### config.mk
export PLATFORM = sky130hd
export DESIGN_NAME = kas_cell
export DESIGN_NICKNAME = d
export VERILOG_FILES = /design/src/hdl/kas_pkg.sv /design/src/hdl/kas_cell.sv
export SDC_FILE = /design/constraint.sdc
export NUM_CORES = 1
export LEC_CHECK = 0
export ABC_CLOCK_PERIOD_IN_PS = 4590
export BUFFER_PORTS_ARGS = -buffer_cell sky130_fd_sc_hd__buf_2
export CAP_MARGIN = 25
export CELL_PAD_IN_SITES_DETAIL_PLACEMENT = 1
export CELL_PAD_IN_SITES_GLOBAL_PLACEMENT = 1
export CORE_AREA = 2 2 136 138
export CTS_CLUSTER_SIZE = 30
export DETAILED_ROUTE_END_ITERATION = 6
export DIE_AREA = 0 0 138 140
export PLACE_DENSITY = 0.84
export SYNTH_ARGS = -nofsm -noshare
export SYNTH_HDL_FRONTEND = slang
export SYNTH_SLANG_ARGS = --single-unit
### constraint.sdc
create_clock -name clk_i -period 4.59 [get_ports clk_i]
set_input_delay 0.459 -clock clk_i [delete_from_list [all_inputs] [get_ports clk_i]]
set_output_delay 0.459 -clock clk_i [all_outputs]
set_load 0.01 [all_outputs]
### src/hdl/kas_pkg.sv
// ----------------------------------------------------------------------------
// kas_pkg
// Types, sizes and codes shared by the keyed alert suppressor.
// ----------------------------------------------------------------------------
package kas_pkg;

  localparam int unsigned ENTRIES = 256;
  localparam int unsigned CNT_W   = $clog2(ENTRIES + 1);

  localparam int unsigned KEY_W   = 48;
  localparam int unsigned SCORE_W = 7;
  localparam int unsigned TIME_W  = 32;
  localparam int unsigned COOL_W  = 16;
  localparam int unsigned CFG_W   = 16;
  localparam int unsigned CIDX_W  = 2;

  localparam logic [CIDX_W-1:0] CFG_THRESHOLD = 2'd0;
  localparam logic [CIDX_W-1:0] CFG_MARGIN    = 2'd1;
  localparam logic [CIDX_W-1:0] CFG_COOLDOWN  = 2'd2;

  localparam logic [SCORE_W-1:0] THRESHOLD_RST = 7'd40;
  localparam logic [SCORE_W-1:0] MARGIN_RST    = 7'd15;
  localparam logic [COOL_W-1:0]  COOLDOWN_RST  = 16'd300;

  localparam logic [2:0] OUT_BELOW    = 3'd0;
  localparam logic [2:0] OUT_NEW      = 3'd1;
  localparam logic [2:0] OUT_RISE     = 3'd2;
  localparam logic [2:0] OUT_COOLDOWN = 3'd3;
  localparam logic [2:0] OUT_SUPPRESS = 3'd4;
  localparam logic [2:0] OUT_FULL     = 3'd5;

  typedef struct packed {
    logic [KEY_W-1:0]   device_key;
    logic [SCORE_W-1:0] score;
    logic [TIME_W-1:0]  now_seconds;
  } kas_in_t;

  typedef struct packed {
    logic       alert;
    logic [2:0] outcome;
  } kas_out_t;

  typedef struct packed {
    logic [KEY_W-1:0]   key;
    logic [SCORE_W-1:0] score;
    logic [TIME_W-1:0]  stamp;
  } kas_entry_t;

  typedef struct packed {
    logic [SCORE_W-1:0] rise_margin;
    logic [COOL_W-1:0]  cooldown;
  } kas_cfg_t;

  typedef struct packed {
    logic active;
    logic shift;
    logic refresh;
  } kas_ctrl_t;

  typedef struct packed {
    logic hit;
    logic rise;
    logic cooled;
  } kas_stat_t;

endpackage

### src/hdl/kas_cell.sv
// ----------------------------------------------------------------------------
// kas_cell
// One table entry: key match, rise and cooldown checks, refresh and shift.
// ----------------------------------------------------------------------------
module kas_cell
  import kas_pkg::*;
(
  input  logic       clk_i,
  input  kas_in_t    query_i,
  input  kas_cfg_t   cfg_i,
  input  kas_ctrl_t  ctrl_i,
  input  kas_entry_t prev_i,
  output kas_entry_t entry_o,
  output kas_stat_t  stat_o
);

  kas_entry_t entry_q;
  kas_entry_t entry_d;
  logic [TIME_W-1:0]  age;
  logic [SCORE_W:0]   need;

  assign age  = query_i.now_seconds - entry_q.stamp;
  assign need = {1'b0, entry_q.score} + {1'b0, cfg_i.rise_margin};

  assign stat_o.hit    = ctrl_i.active && (entry_q.key == query_i.device_key);
  assign stat_o.rise   = {1'b0, query_i.score} >= need;
  assign stat_o.cooled = age >= {{(TIME_W-COOL_W){1'b0}}, cfg_i.cooldown};

  always_comb begin
    entry_d = entry_q;
    if (ctrl_i.shift) begin
      entry_d = prev_i;
    end else if (ctrl_i.refresh && stat_o.hit) begin
      entry_d.score = query_i.score;
      entry_d.stamp = query_i.now_seconds;
    end
  end

  always_ff @(posedge clk_i) begin
    entry_q <= entry_d;
  end

  assign entry_o = entry_q;

endmodule

==> metrics, run 1 <==
post-synth top area share=41.4%; post-synthesis async set-or-reset flop share=0%; antenna viol nets, final=0; Final setup viols=0; max reg flops=87; crit-path cells=ha_4 -> fa_2 -> nor2b_4 -> o2111ai_2 -> a21oi_2 -> nor2_1 -> nand2_1 -> a21o_1 -> a21oi_1 -> xnor2_1 -> ha_1 -> a21oi_1 -> nor2b_1 -> o21ai_1 -> o2111ai_1 -> nor3_1 -> o211a_1 -> o211ai_1 -> nor4_2 -> nand4_1 -> buf_2; Peak VDD IR=0.167 mV; I/O Buffers=290; fin nets=1151; Tightest Pin Transition=just over 0.6 ns; fin cells=1128; Synth Instances=591; R2R cell count=7; RSZ-0062 raised after global routing=true; dpl cells=1103; critical path capture point type=primary output; GRT Total Usage=22.0%; Final Cycle Share=97.9%; Chip Width=between 100 and 150 um; multiplexer share of the synthesized area=6.73%; total power=2.64 mW; Max-Cap Viols=0; register area share after synthesis=41.4%; fin crit period=between 4 and 5 ns; adder-cell area share of the yosys netlist=12.7%; CP max-delay cell=edfxtp_1; Compound-Gate Fraction of Synth Area=~15%; Final Slew Violations=0; Setup TNS=0 ns; area delta synth->final=33.2%; PnR worst setup slack=0.0985 ns; cell accounting for the most synthesized area=edfxtp_1; Initial DRC Count=252; warning count from the yosys run=0; cell with the most instances after synthesis=edfxtp_1; Die Y=140 um; Post-Place Setup Slack=-0.0331 ns; hold path depth=1; relative slew slack=between 50% and 60%; grt total ovfl=0; Hold Startpoint=prev_i[66]; GP Congestion=0.846; top post-synthesis cells by count=87 x edfxtp_1, 61 x ha_1, 61 x inv_1; highest clock rate=223 MHz; synthesis-stage register bit count=87; clk_lat worst skew=about 0.35 ns; pwr/cell area=314 nW/um^2; Worst Path Required=slightly above 4 ns; clock-pin slew of the registers on the worst-case setup and hold paths=around 0.08 ns; first-pass GRT wire length=33500 um; status=finished, final reports clean; core area=17800 um^2; Hold Vio Cnt, Final=0; maximum clock insertion buffer count=2; CTS tree=built; Max stage delay on crit path=0.43 ns; DRT Pass-1 Iters=4; Post-synth EDFFs=just under 90; full die area=19300 um^2; pin count of the biggest net entering global routing=between 40 and 50; Post-Synth XOR/XNOR Area=9.98%; skew final=~0.017 ns; I/O pin count=between 200 and 300; # hold bufs at CTS=0; share of cells above drive strength 1=between 40% and 50%; Hold Crit Class=input pin to register; Starting Density=35.5%; R2R Setup Slk=between 1.5 and 2 ns; critical path launch point type=register; CP Data Arrival Time=4.03 ns; vias per cell=5.13; Synth Cell Area=6320 um^2; CP Class=register to primary output; vias in the first global route=about 6200; FF-to-FF Start=entry_o[71]; initial antenna violation count=6; area share of and/or/nand/nor cells after synthesis=roughly a tenth; CTS Sinks=87; Leak Pwr=3.92 nW; Mean Syn Cell Area=10.7 um^2; WL final=21600 um; crit-path max FO=3; Post-synth top flop=edfxtp_1; row count=49; clk root buf=clkbuf_16; largest family of logic cells by synthesized area=compound AO/OA/AOI/OAI gates; Post-Syn Nets=855; HPWL after detailed placement=17900 um; DRC Markers=0; critical path's most frequent cell=a21oi_1; Yosys cell types=55; FF-to-FF End=entry_o[19]; DR vias=roughly 5800; WL per Instance=19.1 um; htree depth=3; TritonCTS Buffers=9; synth top area cells=edfxtp_1 41%, ha_1 12%, xnor2_1 6.9%; Hold Path End=entry_o[66]
==> area by class of cell <==
class / count / area (um^2)
multi-input cells: 431 / 3460
clock inverters: 7 / 71.3
flip-flops and latches: 87 / 2610
repair buffers: 297 / 1510
diodes: 7 / 17.5
fillers: 2100 / 9370
inverters: 61 / 229
well taps: 229 / 287
clock buffers: 9 / 225
==> timing repair <==
item	in CTS	in global routing
endpoints found under the setup margin	1	1
gates resized for setup	3	5
pin swaps	2	5
setup buffers	1	1
==> how the worst max path moves through the flow <==
stage / from / endpoint / cells past startpoint
2_1_floorplan: query_i[0] / stat_o[0] / 21
3_3_place_gp: query_i[0] / stat_o[0] / 23
3_5_place_dp: query_i[0] / stat_o[0] / 23
4_1_cts: entry_o[0] / stat_o[0] / 21
5_1_grt: entry_o[0] / stat_o[0] / 21
6_report: entry_o[0] / stat_o[0] / 21
==> critical path, delay by kind of cell, from the launching register on <==
kind	cells	cell delay, ns
flops	1	0.43
fa+ha+maj	3	0.76
simple gates	7	0.95
xor+xnor	1	0.14
buf+inv	1	0.17
compound gates	9	1.25
==> per-layer routing <==
layer	wire length, um	part of all wire, %	global-route usage, %	vias up
li1	-	-	-	2763
met1	9020	42	26.2	2761
met2	10700	49	38.2	213
met3	1030	4.8	4.44	46
met4	869	4.0	10.6	0
met5	0	0	0	-
==> cells in the final DEF, fill, tap and decap left out, types with 3 or more instances in the layout <==
master	synthesis	final
a21oi_1	45	44
o21ai_0	17	16
xnor2_1	50	50
clkbuf_16	0	9
a21o_1	20	19
nand4_1	20	20
xor2_1	22	22
edfxtp_1	87	87
nor2_1	27	27
o21ai_1	6	7
nand2_1	23	23
nand2b_1	7	7
a31oi_1	4	4
nor4_1	5	4
a211oi_1	4	4
and2_1	5	5
inv_1	61	61
o211ai_1	6	6
buf_4	0	8
o21bai_1	8	8
mux2_2	36	36
nor2b_1	7	7
nor3_1	7	6
diode_2	0	7
o21a_1	9	9
o22ai_1	3	3
nand3_1	3	3
buf_2	3	289
ha_1	61	60
==> kinds of logic after synthesis <==
group                    count (synthesis)
AO/OA/AOI/OAI                          140
XOR/XNOR                                72
adder cells (fa/ha/maj)                 63
buffers and inverters                   73
flip-flops                              87
multiplexers                            38
AND/OR/NAND/NOR                        118
==> through the flow <==
step	hold WS [ns]	area, um^2	util [%]
6_report	0.275	8410	47.3
3_3_place_gp	0.636	8050	45.3
5_1_grt	0.265	8410	47.3
3_5_place_dp	0.637	8050	45.3
2_1_floorplan	0.558	6320	-
4_1_cts	0.264	8360	47.0
==> where the power goes <==
part           internal, mW  leakage [nW]  switching, mW  total [mW]
clock                 0.384         0.139          0.361       0.745
combinational         0.409          2.93          0.484       0.893
sequential            0.954         0.851         0.0450       0.999
total                  1.75          3.92          0.891        2.64
(Power assumes the default switching activity.)
==> run 2: changes to the inputs <==
--- a/config.mk
+++ b/config.mk
@@ -14,7 +14,7 @@
 export CTS_CLUSTER_SIZE = 30
 export DETAILED_ROUTE_END_ITERATION = 6
 export DIE_AREA = 0 0 138 140
-export PLACE_DENSITY = 0.84
+export PLACE_DENSITY = 0.83
 export SYNTH_ARGS = -nofsm -noshare
 export SYNTH_HDL_FRONTEND = slang
 export SYNTH_SLANG_ARGS = --single-unit
==> metrics, run 2 (synthesis gave the netlist of run 1 again) <==
DRT Pass-1 Iters=4; Setup TNS=0 ns; GRT Total Usage=21.3%; Hold Vio Cnt, Final=0; clk_lat worst skew=approximately 0.35 ns; pin count of the biggest net entering global routing=50; Initial DRC Count=227; first-pass GRT wire length=32400 um; core area=17800 um^2; max reg flops=87; GP Congestion=0.863; RSZ-0062 raised after global routing=true; Die Y=140 um; WL final=20900 um; I/O Buffers=290; GR Util met1=25.1%; fin crit period=roughly 4.5 ns; initial antenna violation count=5; routing usage on met2=37.3%; layer with the highest usage=met2; clock-pin slew of the registers on the worst-case setup and hold paths=0.07 ns; crit-path max FO=3; GR Layer Usage met3=5.20%; row count=49; full die area=19300 um^2; Leak Pwr=3.93 nW; skew final=between 0.01 and 0.015 ns; WL per Instance=18.6 um; total power=2.66 mW; share of cells above drive strength 1=41.2%; DRC Markers=0; TritonCTS Buffers=9; WHS=0.284 ns; Filler Cell Count=between 2000 and 2500; highest clock rate=222 MHz; I/O pin count=291; Hold Crit Class=input pin to register; pwr/cell area=316 nW/um^2; critical path capture point type=primary output; Chip Width=138 um; htree depth=3; Max-Cap Viols=0; CP Data Arrival Time=4.04 ns; Final setup viols=0; area delta synth->final=33.3%; vias per cell=5.04; grt total ovfl=0; Worst Path Required=4.13 ns; status=finished, final reports clean; vias in the first global route=5942; most frequent cells in the layout=289 x buf_2, 87 x edfxtp_1, 61 x inv_1; Final Cycle Share=97.9%; Tightest Pin Transition=around 0.68 ns; Starting Density=35.5%; CTS tree=built; Peak VDD IR=0.160 mV; critical path launch point type=register; clk root buf=clkbuf_16; Final Slew Violations=0; antenna viol nets, final=0; HPWL after detailed placement=around 17000 um; most common cell after layout, fill and taps aside=buf_2; maximum clock insertion buffer count=2; relative slew slack=54.6%; fin nets=1150; CTS Sinks=87; fin cells=1124; dpl cells=approximately 1100; DR vias=5667; CP Class=register to primary output
## run 2: cell count changes in the layout (fill, tap and decap cells not counted), sizes merged
cell / before / now
diode: 7 / 4
clkinvlp: 2 / 0
buf: 297 / 296
bufinv: 0 / 1
clkinv: 1 / 2
## run 2: worst paths after layout
check                            startpoint     endpoint  slack, ns  cells after the start
worst max-delay path             entry_o[0]    stat_o[0]       0.09                     21
worst min-delay path             prev_i[83]  entry_o[83]       0.28                      1
worst max register to register  entry_o[44]   entry_o[7]       1.74                      7
worst min register to register  entry_o[64]  entry_o[30]       1.21                      4
## run 2: cell type report
class | count | area (um^2) | share of cell area, %
Clock buffer | 9 | 225 | 2.67
Antenna cell | 4 | 10.0 | 0.119
Tap cell | 229 | 287 | 3.40
Timing Repair Buffer | 296 | 1510 | 17.9
Sequential cell | 87 | 2610 | 31.0
Inverter | 61 | 229 | 2.72
Clock inverter | 7 | 77.6 | 0.921
Multi-Input combinational cell | 431 | 3470 | 41.2
## run 2: report_power, final
part           internal (mW)  total (mW)  switching, mW
logic                  0.412       0.886          0.475
clock network          0.431       0.781          0.350
registers              0.954       0.997         0.0431
## run 2: metrics by stage
| step | area [um^2] | util [%] | worst slack (ns) |
|---|---|---|---|
| floorplan | 6320 | - | 0.637 |
| global placement | 8030 | 45.2 | 0.0825 |
| detailed placement | 8030 | 45.2 | -0.0234 |
| CTS | 8340 | 46.9 | 0.0223 |
| global route | 8420 | 47.4 | -0.205 |
| finish | 8420 | 47.4 | 0.0941 |
## run 2: metal layers
metal  part of all wire [%]  routed length (um)
met4                    2.9                 613
met3                    5.7                1190
met1                     41                8590
met2                     50               10500
met5                  0.062                  13
## run 2: critical path, cell delays in order, from the launching register on
cell and delay (ns):
edfxtp_1 0.42, ha_4 0.19, fa_2 0.42, nor2b_4 0.13, o2111ai_2 0.13, a21oi_2 0.21
nor2_1 0.07, nand2_1 0.12, a21o_1 0.14, a21oi_1 0.08, xnor2_1 0.14, ha_2 0.18
a21oi_2 0.11, nor2b_1 0.06, o21ai_1 0.13, o2111ai_1 0.13, nor3_1 0.16, o211a_1 0.19
o211ai_1 0.12, nor4_1 0.25, nand4_1 0.15, buf_2 0.17
## run 2: what timing repair did
item | in CTS | in global routing
gates resized for setup | 2 | 8
setup endpoints to repair | 1 | 1
pin swaps | 3 | 8
setup buffers | 0 | 2
hold buffers | 0 | 0
